--- src/hw/rtl/tcsd_pkg.sv ---
// ----------------------------------------------------------------------------
// tcsd_pkg
// Types and constants for the tilt estimator and stepper phase drive.
// ----------------------------------------------------------------------------
package tcsd_pkg;

  localparam int CORDIC_ITERATIONS = 16;
  localparam int ATAN_STEPS        = 24;
  localparam int CORDIC_STEPS      = (CORDIC_ITERATIONS < ATAN_STEPS) ?
                                     CORDIC_ITERATIONS : ATAN_STEPS;
  localparam int STEP_W            = $clog2(ATAN_STEPS);

  localparam int SAMPLE_W   = 16;
  localparam int TARGET_W   = 17;
  localparam int PITCH_W    = 18;
  localparam int DELAY_W    = 7;
  localparam int PHASE_W    = 4;
  localparam int ANGLE_W    = 18;
  localparam int IN_DATA_W  = 64;
  localparam int OUT_DATA_W = 32;

  localparam int OUT_DELAY_LSB = PHASE_W;
  localparam int OUT_PITCH_LSB = PHASE_W + DELAY_W;

  localparam int PITCH_LIMIT = 92160;
  localparam int FORCE_LIMIT = 32768;

  localparam int DELAY_NEAR = 100;
  localparam int DELAY_ONE  = 5;
  localparam int DELAY_TWO  = 2;
  localparam int DELAY_FAR  = 1;

  localparam logic signed [TARGET_W-1:0] TARGET_RESET = 17'sd3840;
  localparam logic [PHASE_W-1:0]         PHASE_RESET  = 4'b0011;

  // shared reciprocal divider
  localparam int DIV_NUM_W  = 30;
  localparam int DIV_Q_W    = 17;
  localparam int GYRO_DEN   = 131000;
  localparam int GYRO_HALF  = 65500;
  localparam int BLEND_DEN  = 25;
  localparam int BLEND_HALF = 12;

  // 131000 = 8 * 16375: drop three bits, then multiply by 1/16375
  localparam int GYRO_PRE = 3;
  localparam int GYRO_ODD = GYRO_DEN >> GYRO_PRE;
  localparam int GYRO_SH  = 41;
  localparam int BLEND_SH = 27;
  localparam longint GYRO_RECIP  = ((longint'(1) << GYRO_SH) + longint'(GYRO_ODD) - 1)
                                   / longint'(GYRO_ODD);
  localparam longint BLEND_RECIP = ((longint'(1) << BLEND_SH) + longint'(BLEND_DEN) - 1)
                                   / longint'(BLEND_DEN);
  localparam int MUL_A_W = DIV_NUM_W - GYRO_PRE;
  localparam int MUL_B_W = 28;
  localparam int MUL_P_W = MUL_A_W + MUL_B_W;

  typedef enum logic {
    DIV_GYRO,
    DIV_BLEND
  } div_mode_t;

  typedef struct packed {
    logic      start;
    div_mode_t mode;
  } div_req_t;

  typedef enum logic [2:0] {
    ST_IDLE,
    ST_MUL,
    ST_GDIV_GO,
    ST_GDIV,
    ST_CORD,
    ST_BDIV_GO,
    ST_BDIV,
    ST_FIN
  } tcsd_state_t;

endpackage

--- src/hw/rtl/tcsd_div.sv ---
// ----------------------------------------------------------------------------
// tcsd_div
// Division by a fixed constant through a reciprocal multiply; the operand is
// registered, then the shifted product is registered as the quotient.
// ----------------------------------------------------------------------------
module tcsd_div (
  input  logic                           clk,
  input  logic                           rst_n,
  input  tcsd_pkg::div_req_t             req,
  input  logic [tcsd_pkg::DIV_NUM_W-1:0] dividend,
  output logic                           done,
  output logic [tcsd_pkg::DIV_Q_W-1:0]   quotient
);
  import tcsd_pkg::*;

  logic               busy_r, busy_nxt;
  logic               done_r, done_nxt;
  div_mode_t          mode_r, mode_nxt;
  logic [MUL_A_W-1:0] opa_r, opa_nxt;
  logic [DIV_Q_W-1:0] quo_r, quo_nxt;
  logic [MUL_B_W-1:0] recip;
  logic [MUL_P_W-1:0] prod;

  always_comb begin
    recip    = (mode_r == DIV_GYRO) ? MUL_B_W'(GYRO_RECIP) : MUL_B_W'(BLEND_RECIP);
    prod     = MUL_P_W'(opa_r) * MUL_P_W'(recip);
    busy_nxt = 1'b0;
    done_nxt = 1'b0;
    mode_nxt = mode_r;
    opa_nxt  = opa_r;
    quo_nxt  = quo_r;
    if (req.start) begin
      busy_nxt = 1'b1;
      mode_nxt = req.mode;
      unique case (req.mode)
        DIV_GYRO:  opa_nxt = MUL_A_W'(dividend >> GYRO_PRE);
        DIV_BLEND: opa_nxt = MUL_A_W'(dividend);
        default:   busy_nxt = 1'b0;
      endcase
    end else if (busy_r) begin
      done_nxt = 1'b1;
      unique case (mode_r)
        DIV_GYRO:  quo_nxt = DIV_Q_W'(prod >> GYRO_SH);
        DIV_BLEND: quo_nxt = DIV_Q_W'(prod >> BLEND_SH);
        default:   quo_nxt = '0;
      endcase
    end
  end

  always_ff @(posedge clk) begin
    if (!rst_n) begin
      busy_r <= 1'b0;
      done_r <= 1'b0;
    end else begin
      busy_r <= busy_nxt;
      done_r <= done_nxt;
    end
  end

  always_ff @(posedge clk) begin
    mode_r <= mode_nxt;
    opa_r  <= opa_nxt;
    quo_r  <= quo_nxt;
  end

  assign done     = done_r;
  assign quotient = quo_r;

endmodule

--- src/hw/rtl/tcsd_cordic.sv ---
// ----------------------------------------------------------------------------
// tcsd_cordic
// Vectoring CORDIC, one micro-rotation per cycle, angle in 1/256 degree.
// ----------------------------------------------------------------------------
module tcsd_cordic (
  input  logic                                clk,
  input  logic                                rst_n,
  input  logic                                start,
  input  logic signed [tcsd_pkg::SAMPLE_W-1:0] accel_x,
  input  logic signed [tcsd_pkg::SAMPLE_W-1:0] accel_y,
  output logic                                done,
  output logic signed [tcsd_pkg::ANGLE_W-1:0]  angle
);
  import tcsd_pkg::*;

  localparam int VEC_W  = 35;
  localparam int Z_W    = 26;
  localparam int ATAN_W = 22;

  localparam logic signed [Z_W-1:0] Z_QUARTER = 26'sd5898240;
  localparam logic signed [Z_W-1:0] Z_HALF    = 26'sd128;

  function automatic logic [ATAN_W-1:0] atan_step(input logic [STEP_W-1:0] idx);
    case (idx)
      0:       return 22'd2949120;
      1:       return 22'd1740967;
      2:       return 22'd919879;
      3:       return 22'd466945;
      4:       return 22'd234379;
      5:       return 22'd117304;
      6:       return 22'd58666;
      7:       return 22'd29335;
      8:       return 22'd14668;
      9:       return 22'd7334;
      10:      return 22'd3667;
      11:      return 22'd1833;
      12:      return 22'd917;
      13:      return 22'd458;
      14:      return 22'd229;
      15:      return 22'd115;
      16:      return 22'd57;
      17:      return 22'd29;
      18:      return 22'd14;
      19:      return 22'd7;
      20:      return 22'd4;
      21:      return 22'd2;
      22:      return 22'd1;
      default: return 22'd0;
    endcase
  endfunction

  logic                    busy_r, busy_nxt;
  logic                    done_r, done_nxt;
  logic [STEP_W-1:0]       cnt_r, cnt_nxt;
  logic signed [VEC_W-1:0] x_r, x_nxt, y_r, y_nxt;
  logic signed [Z_W-1:0]   z_r, z_nxt;
  logic signed [VEC_W-1:0] x0, y0, xs, ys;
  logic signed [Z_W-1:0]   at, z_rnd;

  always_comb begin
    x0       = VEC_W'($signed({accel_y, 16'h0000}));
    y0       = VEC_W'($signed({accel_x, 16'h0000}));
    xs       = x_r >>> cnt_r;
    ys       = y_r >>> cnt_r;
    at       = $signed(Z_W'(atan_step(cnt_r)));
    busy_nxt = busy_r;
    done_nxt = 1'b0;
    cnt_nxt  = cnt_r;
    x_nxt    = x_r;
    y_nxt    = y_r;
    z_nxt    = z_r;
    if (start) begin
      cnt_nxt = '0;
      if (accel_x == '0 && accel_y == '0) begin
        z_nxt    = '0;
        done_nxt = 1'b1;
      end else begin
        busy_nxt = 1'b1;
        if (accel_y[SAMPLE_W-1] && !accel_x[SAMPLE_W-1]) begin
          x_nxt = y0;
          y_nxt = -x0;
          z_nxt = Z_QUARTER;
        end else if (accel_y[SAMPLE_W-1]) begin
          x_nxt = -y0;
          y_nxt = x0;
          z_nxt = -Z_QUARTER;
        end else begin
          x_nxt = x0;
          y_nxt = y0;
          z_nxt = '0;
        end
      end
    end else if (busy_r) begin
      if (!y_r[VEC_W-1]) begin
        x_nxt = x_r + ys;
        y_nxt = y_r - xs;
        z_nxt = z_r + at;
      end else begin
        x_nxt = x_r - ys;
        y_nxt = y_r + xs;
        z_nxt = z_r - at;
      end
      if (cnt_r == STEP_W'(CORDIC_STEPS - 1)) begin
        busy_nxt = 1'b0;
        done_nxt = 1'b1;
      end else begin
        cnt_nxt = cnt_r + STEP_W'(1);
      end
    end
  end

  always_ff @(posedge clk) begin
    if (!rst_n) begin
      busy_r <= 1'b0;
      done_r <= 1'b0;
      cnt_r  <= '0;
    end else begin
      busy_r <= busy_nxt;
      done_r <= done_nxt;
      cnt_r  <= cnt_nxt;
    end
  end

  always_ff @(posedge clk) begin
    x_r <= x_nxt;
    y_r <= y_nxt;
    z_r <= z_nxt;
  end

  assign z_rnd = z_r + Z_HALF;
  assign angle = z_rnd[Z_W-1 -: ANGLE_W];
  assign done  = done_r;

endmodule

--- src/hw/rtl/tilt_complementary_stepper_drive.sv ---
// ----------------------------------------------------------------------------
// tilt_complementary_stepper_drive
// Complementary-filter pitch estimate and stepper coil phase drive.
// ----------------------------------------------------------------------------
// Channel  Direction  Payload (low bit first)
// in_      slave      accel_x, accel_y, accel_z, gyro_z (4 x 16 bit, signed)
// out_     master     step_pattern (4), step_delay_ms (7), pitch_estimate (18 s)
// cfg_     write      target_angle (17 bit, signed)
//
// An item runs a reciprocal multiply for the gyro step, 16 CORDIC iterations
// and a reciprocal multiply for the blend on the shared units; the CORDIC and
// the blend are skipped when the sum of the accel magnitudes reaches the force
// limit, and a zero accel vector skips the CORDIC iterations.
// in_tready is high only in idle; a finished item waits in the output
// register, and the block accepts the next item meanwhile. The final state
// holds while that register is full and out_tready is low.
// Reset (synchronous, active low) clears pitch to 0, the phase to 0011 and the
// target to 15 degrees.
// ----------------------------------------------------------------------------
module tilt_complementary_stepper_drive (
  input  logic                            clk,
  input  logic                            rst_n,
  input  logic                            cfg_we,
  input  logic [tcsd_pkg::TARGET_W-1:0]   cfg_wdata,
  input  logic                            in_tvalid,
  output logic                            in_tready,
  // accel_x, accel_y, accel_z, gyro_z
  input  logic [tcsd_pkg::IN_DATA_W-1:0]  in_tdata,
  output logic                            out_tvalid,
  input  logic                            out_tready,
  // step_pattern, step_delay_ms, pitch_estimate, zero fill
  output logic [tcsd_pkg::OUT_DATA_W-1:0] out_tdata
);
  import tcsd_pkg::*;

  localparam int PROD_W  = 23;
  localparam int BLEND_W = 23;
  localparam int SUM_W   = 20;
  localparam int FORCE_W = 19;

  function automatic logic [DELAY_W-1:0] delay_of(
    input logic signed [TARGET_W-1:0] tgt,
    input logic signed [PITCH_W-1:0]  p
  );
    logic signed [PITCH_W:0] d;
    logic [PITCH_W:0]        mag;
    logic [PITCH_W-8:0]      e;
    d   = (PITCH_W+1)'(tgt) - (PITCH_W+1)'(p);
    mag = d[PITCH_W] ? unsigned'(-d) : unsigned'(d);
    e   = mag[PITCH_W:8];
    if (e == '0)
      return DELAY_W'(DELAY_NEAR);
    else if (e == (PITCH_W-7)'(1))
      return DELAY_W'(DELAY_ONE);
    else if (e == (PITCH_W-7)'(2))
      return DELAY_W'(DELAY_TWO);
    else
      return DELAY_W'(DELAY_FAR);
  endfunction

  function automatic logic signed [PITCH_W-1:0] sat_pitch(
    input logic signed [SUM_W-1:0] v
  );
    if (v > PITCH_LIMIT)
      return PITCH_W'(PITCH_LIMIT);
    else if (v < -PITCH_LIMIT)
      return PITCH_W'(-PITCH_LIMIT);
    else
      return PITCH_W'(v);
  endfunction

  function automatic logic [SAMPLE_W:0] abs_s(input logic signed [SAMPLE_W-1:0] v);
    logic signed [SAMPLE_W:0] w;
    w = (SAMPLE_W+1)'(v);
    return w[SAMPLE_W] ? unsigned'(-w) : unsigned'(w);
  endfunction

  tcsd_state_t state_r, state_nxt;

  logic signed [TARGET_W-1:0] target_r;
  logic signed [PITCH_W-1:0]  pitch_r;
  logic [PHASE_W-1:0]         phase_r, phase_nxt;
  logic signed [SAMPLE_W-1:0] ax_r, ay_r, az_r, gz_r;
  logic signed [PROD_W-1:0]   prod_r;
  logic signed [BLEND_W-1:0]  blend_r;
  logic                       force_ok_r;
  logic                       neg_r;
  logic                       out_valid_r;
  logic [OUT_DATA_W-1:0]      out_data_r;

  logic                       in_fire, fin_go;
  div_req_t                   div_req;
  logic [DIV_NUM_W-1:0]       div_num;
  logic                       div_done;
  logic [DIV_Q_W-1:0]         div_quo;
  logic                       cord_start, cord_done;
  logic signed [ANGLE_W-1:0]  cord_angle;
  logic [PROD_W-1:0]          prod_abs;
  logic [BLEND_W-1:0]         blend_abs;
  logic signed [SUM_W-1:0]    q_mag, q_signed;
  logic [FORCE_W-1:0]         force_sum;
  logic signed [7:0]          delay_s;

  assign in_fire   = in_tvalid && in_tready;
  assign fin_go    = (state_r == ST_FIN) && (!out_valid_r || out_tready);
  assign prod_abs  = prod_r[PROD_W-1] ? unsigned'(-prod_r) : unsigned'(prod_r);
  assign blend_abs = blend_r[BLEND_W-1] ? unsigned'(-blend_r) : unsigned'(blend_r);
  assign q_mag     = SUM_W'($signed({1'b0, div_quo}));
  assign q_signed  = neg_r ? -q_mag : q_mag;
  assign force_sum = FORCE_W'(abs_s(ax_r)) + FORCE_W'(abs_s(ay_r)) + FORCE_W'(abs_s(az_r));
  assign delay_s   = $signed({1'b0, delay_of(target_r, pitch_r)});
  assign phase_nxt = (pitch_r > PITCH_W'(target_r)) ? {phase_r[PHASE_W-2:0], phase_r[PHASE_W-1]}
                                                    : {phase_r[0], phase_r[PHASE_W-1:1]};

  always_comb begin
    state_nxt = state_r;
    unique case (state_r)
      ST_IDLE:    if (in_fire) state_nxt = ST_MUL;
      ST_MUL:     state_nxt = ST_GDIV_GO;
      ST_GDIV_GO: state_nxt = ST_GDIV;
      ST_GDIV:    if (div_done) state_nxt = force_ok_r ? ST_CORD : ST_FIN;
      ST_CORD:    if (cord_done) state_nxt = ST_BDIV_GO;
      ST_BDIV_GO: state_nxt = ST_BDIV;
      ST_BDIV:    if (div_done) state_nxt = ST_FIN;
      ST_FIN:     if (fin_go) state_nxt = ST_IDLE;
      default:    state_nxt = ST_IDLE;
    endcase
  end

  always_comb begin
    in_tready     = 1'b0;
    div_req.start = 1'b0;
    div_req.mode  = DIV_GYRO;
    div_num       = DIV_NUM_W'({prod_abs, 8'h00}) + DIV_NUM_W'(GYRO_HALF);
    cord_start    = 1'b0;
    unique case (state_r)
      ST_IDLE:    in_tready = 1'b1;
      ST_GDIV_GO: div_req.start = 1'b1;
      ST_GDIV:    cord_start = div_done && force_ok_r;
      ST_BDIV_GO: begin
        div_req.start = 1'b1;
        div_req.mode  = DIV_BLEND;
        div_num       = DIV_NUM_W'(blend_abs) + DIV_NUM_W'(BLEND_HALF);
      end
      default: ;
    endcase
  end

  always_ff @(posedge clk) begin
    if (!rst_n) begin
      state_r     <= ST_IDLE;
      target_r    <= TARGET_RESET;
      pitch_r     <= '0;
      phase_r     <= PHASE_RESET;
      out_valid_r <= 1'b0;
    end else begin
      state_r <= state_nxt;
      if (cfg_we)
        target_r <= cfg_wdata;
      if (state_r == ST_GDIV && div_done)
        pitch_r <= sat_pitch(SUM_W'(pitch_r) + q_signed);
      else if (state_r == ST_BDIV && div_done)
        pitch_r <= sat_pitch(q_signed);
      if (fin_go)
        phase_r <= phase_nxt;
      if (fin_go)
        out_valid_r <= 1'b1;
      else if (out_tready)
        out_valid_r <= 1'b0;
    end
  end

  always_ff @(posedge clk) begin
    if (in_fire) begin
      ax_r <= in_tdata[SAMPLE_W-1:0];
      ay_r <= in_tdata[2*SAMPLE_W-1:SAMPLE_W];
      az_r <= in_tdata[3*SAMPLE_W-1:2*SAMPLE_W];
      gz_r <= in_tdata[4*SAMPLE_W-1:3*SAMPLE_W];
    end
    if (state_r == ST_MUL) begin
      prod_r     <= PROD_W'(gz_r) * PROD_W'(delay_s);
      force_ok_r <= force_sum < FORCE_W'(FORCE_LIMIT);
    end
    if (state_r == ST_GDIV_GO)
      neg_r <= prod_r[PROD_W-1];
    else if (state_r == ST_BDIV_GO)
      neg_r <= blend_r[BLEND_W-1];
    if (state_r == ST_CORD && cord_done)
      blend_r <= (BLEND_W'(pitch_r) <<< 4) + (BLEND_W'(pitch_r) <<< 3) + BLEND_W'(cord_angle);
    if (fin_go)
      out_data_r <= OUT_DATA_W'({pitch_r, delay_of(target_r, pitch_r), phase_nxt});
  end

  tcsd_div u_div (
    .clk      (clk),
    .rst_n    (rst_n),
    .req      (div_req),
    .dividend (div_num),
    .done     (div_done),
    .quotient (div_quo)
  );

  tcsd_cordic u_cordic (
    .clk     (clk),
    .rst_n   (rst_n),
    .start   (cord_start),
    .accel_x (ax_r),
    .accel_y (ay_r),
    .done    (cord_done),
    .angle   (cord_angle)
  );

  assign out_tvalid = out_valid_r;
  assign out_tdata  = out_data_r;

endmodule

--- config.mk ---
export PLATFORM = sky130hd
export DESIGN_NAME = tilt_complementary_stepper_drive
export DESIGN_NICKNAME = d
export VERILOG_FILES = /design/src/hw/rtl/tcsd_pkg.sv /design/src/hw/rtl/tcsd_div.sv /design/src/hw/rtl/tcsd_cordic.sv /design/src/hw/rtl/tilt_complementary_stepper_drive.sv
export SDC_FILE = /design/constraint.sdc
export NUM_CORES = 2
export LEC_CHECK = 0
export ABC_AREA = 0
export BUFFER_PORTS_ARGS = -buffer_cell sky130_fd_sc_hd__buf_2
export CORE_ASPECT_RATIO = 1.75
export CORE_MARGIN = 2
export CORE_UTILIZATION = 60
export DETAILED_ROUTE_END_ITERATION = 12
export PLACE_DENSITY = 0.77
export SLEW_MARGIN = 10
export SYNTH_ARGS = -nofsm -noshare
export SYNTH_HDL_FRONTEND = slang
export SYNTH_HIERARCHICAL = 1
export SYNTH_SLANG_ARGS = --single-unit
--- constraint.sdc ---
create_clock -name clk -period 13.16 [get_ports clk]
set_input_delay 3.948 -clock clk [delete_from_list [all_inputs] [get_ports clk]]
set_output_delay 3.948 -clock clk [all_outputs]
set_load 0.02 [all_outputs]
==> flow_summary.yaml <==
route:
  route.detailed.drc: 10
  routedWlPerCell_um: 24.91
  vias: 41010
  wl_mm: 162.5
  ant_nets: 0
  dr.pass1.iters: 12
  drtIter0Drc: 3021
  vias_per_cell: 6.284
sta:
  setup_ws_ns: 4.049
  skew_ns: 0.03539
  setup_violations: 0
  rsz0062_at_grt: "no"
  max_slew_margin: 0.2667
  worst_pin_slew_ns: 1.098
  min_period_over_period: 0.6923
  drv_slew: 0
  max_freq_ghz: 0.1098
  fin_setup_tns_ns: 0
  min_period_ns: 9.111
  hold_viol: 0
cts:
  clock_path_buffers: 3
  cts_tree: "built"
  clockRootBuffer: "clkbuf_16"
  cts_hold_buf: 0
  clk_transition_reported_paths_ns: 0.07
  cts.sinks: 353
  postCtsSetupBuffers: 0
  clock_latency_ns: 0.58
  htreeDepth: 2
  numCtsBuffers: 36
  cts_resized: 0
yosys:
  ys_warn_count: 6
  avgSynthCellArea_um2: 9.216
  synthesis.instances: 5399
  synth_edf_count: 279
  synth_seq_cells: 353
  synth_ff_type: "edfxtp_1"
  ys_seq_area_frac: 0.1982
  netlist_area_um2: 49760
  synth_cell_types: 129
  ys_async_sr_fraction: 0
finish:
  fillers: 7067
  postLayoutCoreUtil: 0.6388
  seq_area_um2: 9871
  area_growth_pct: 5.389
  final_layout_size_suffix_gt1_frac: 0.08545
  mostFrequentLayoutCells: "inv_1 (786), ha_1 (538), fa_1 (406)"
  fin_area_um2: 52440
  final_common_cell: "inv_1"
  multiInputGateArea_um2: 36220
  nets: 6469
run_status:
  status: "finished, violations left"
  violations: "DRC"
setup_path:
  cp.required_ns: 13.60
  ff2ff_setup_slack_ns: 4.05
  r2r_end: "u_div/quotient[2]"
  endpoint: "u_div/quotient[2]"
  critPathLaunchType: "flip-flop"
  startpoint: "u_div/mode_r"
  critPathArrivalTime_ns: 9.55
  endpoint_kind: "flip-flop"
  cp_max_fo: 67
  r2r-start: "u_div/mode_r"
  critical_path_class: "reg -> reg"
  reg2regPathDepth: 24
grt:
  grt_pass1_wl_mm: 246.1
  grt.total_usage: 0.3824
  grt_antenna_before_repair: 7
  grt_remaining_overflow: 0
  grt_max_degree: 92
  grt_pass1_vias: 42770
placed_design:
  port_buffers: 114
  gp_congestion: 1.175
  post-place-ws_ns: 4.077
  dpl-instance-area_um2: 51230
  post-dp-hpwl_mm: 133.8
flow_run:
  maxCapViolCount: 0
die:
  die_h_um: 385.0
  start_util: 0.6061
  die_x_um: 221.7
  core_um2: 82090
  die_area_um2: 85340
  ios: 120
  rows: 139
hold_path:
  hp-class: "reg -> reg"
power:
  p_per_area_nw_per_um2: 230.7
  static-leakage-power_nw: 23.86
  ir_drop_mv: 0.3875
==> flip-flops by register name, summed over array words and instances, names as in the netlist, 3 cells and up <==
register	count
ax_r	16
ay_r	16
az_r	16
blend_r	23
gz_r	16
out_tdata	26
phase_r	4
pitch_r	18
prod_r	23
state_r	3
target_r	17
u_cordic/at	22
u_cordic/cnt_r	5
u_cordic/x_r	35
u_cordic/y_r	35
u_cordic/z_r	26
u_div/opa_r	27
u_div/quotient	17
==> logic make-up after synthesis <==
family                   Yosys count  share of synthesized area
buffers and inverters            978                    0.07763
multiplexers                     212                    0.06395
other                              4                  0.0003017
XOR/XNOR                         399                    0.07089
AO/OA/AOI/OAI                   1104                     0.1479
AND/OR/NAND/NOR                 1405                     0.1426
flip-flops                       353                     0.1982
adder cells (fa/ha/maj)          944                     0.2986
==> worst max-delay path: stages (launching register included) <==
cell      delay, ns
edfxtp_1       0.32
buf_4          0.57
nand2_1        0.36
inv_1          0.47
fa_1           0.48
inv_1          0.08
fa_1           0.41
inv_1          0.07
fa_1           0.46
fa_1           0.57
fa_1           0.54
fa_1           0.54
inv_1          0.05
fa_1           0.52
inv_1          0.04
ha_1           0.47
nand2_1        0.13
o21a_1         0.25
a211o_1        0.26
a21boi_0       0.66
nand3_1        0.29
a21oi_1        0.44
a211oi_1       0.16
xnor2_1        0.50
mux2_2         0.26
==> where the power goes <==
group / total, mW / internal, mW / switching (mW)
Sequential: 1.46 / 1.37 / 0.0867
Clock: 1.08 / 0.592 / 0.487
Combinational: 9.56 / 3.47 / 6.09
Total: 12.1 / 5.43 / 6.66
==> cell type report <==
type | count | area share
inverter | 790 | 0.05655
multi-input combinational | 4106 | 0.6906
clock inverter | 19 | 0.002863
tap | 1057 | 0.02522
timing repair buffer | 152 | 0.01632
sequential | 353 | 0.1882
clock buffer | 45 | 0.02002
antenna | 3 | 0.0001432
==> how the worst min path moves through the flow <==
stage | startpoint | endpoint | cells after the start
after floorplan | target_r[10] | target_r[10] | 2
after global placement | target_r[10] | target_r[10] | 2
after detailed placement | target_r[10] | target_r[10] | 2
after CTS | phase_r[0] | phase_r[0] | 2
after global routing | target_r[8] | target_r[8] | 2
final | target_r[8] | target_r[8] | 2
==> stage by stage <==
step	total power [mW]	instances	hold slack, ns
final	12.10	6525	0.4996
after global routing	13.07	6522	0.5249
after CTS	11.86	6522	0.5053
after detailed placement	10.71	6458	0.4863
after global placement	10.60	6458	0.4642
after floorplan	7.895	5437	0.4488
==> layer usage <==
metal  vias up  track usage  part of all wire
met5         -            0           0.00014
met4         4       0.4089              0.13
met3       795      0.05998             0.053
met2      1568       0.7021              0.51
met1     19820       0.3427              0.30
li1      18810            -                 -
==> synthesized netlist by cell type, drive strengths merged, types with 27 or more instances <==
cell type  number  area (um^2)
xnor2         240         2121
dfxtp          74         1481
a21o           88        660.6
nor3          107        584.3
edfxtp        279         8378
buf            64        431.7
and2           70        437.9
a21oi         266         1331
and3           52        326.6
or3            39        255.3
or2            28        175.2
mux2           65        735.7
xor2          158         1384
o21ai         226         1131
inv           789         2962
a21boi         27        214.0
o211ai         50        375.4
nand2b         50        312.8
nand3          98        503.0
a211oi         36        275.3
nand4          29        187.7
mux2i          71        723.2
mux4           76         1723
a31oi          47        294.0
o31ai          57        427.9
o21a           44        330.3
nand2         390         1471
clkbuf        124        465.5
fa            406         8128
nor2          343         1298
ha            538         6731
nor2b          83        529.3
No activity file was read; power rests on OpenSTA's default activity.
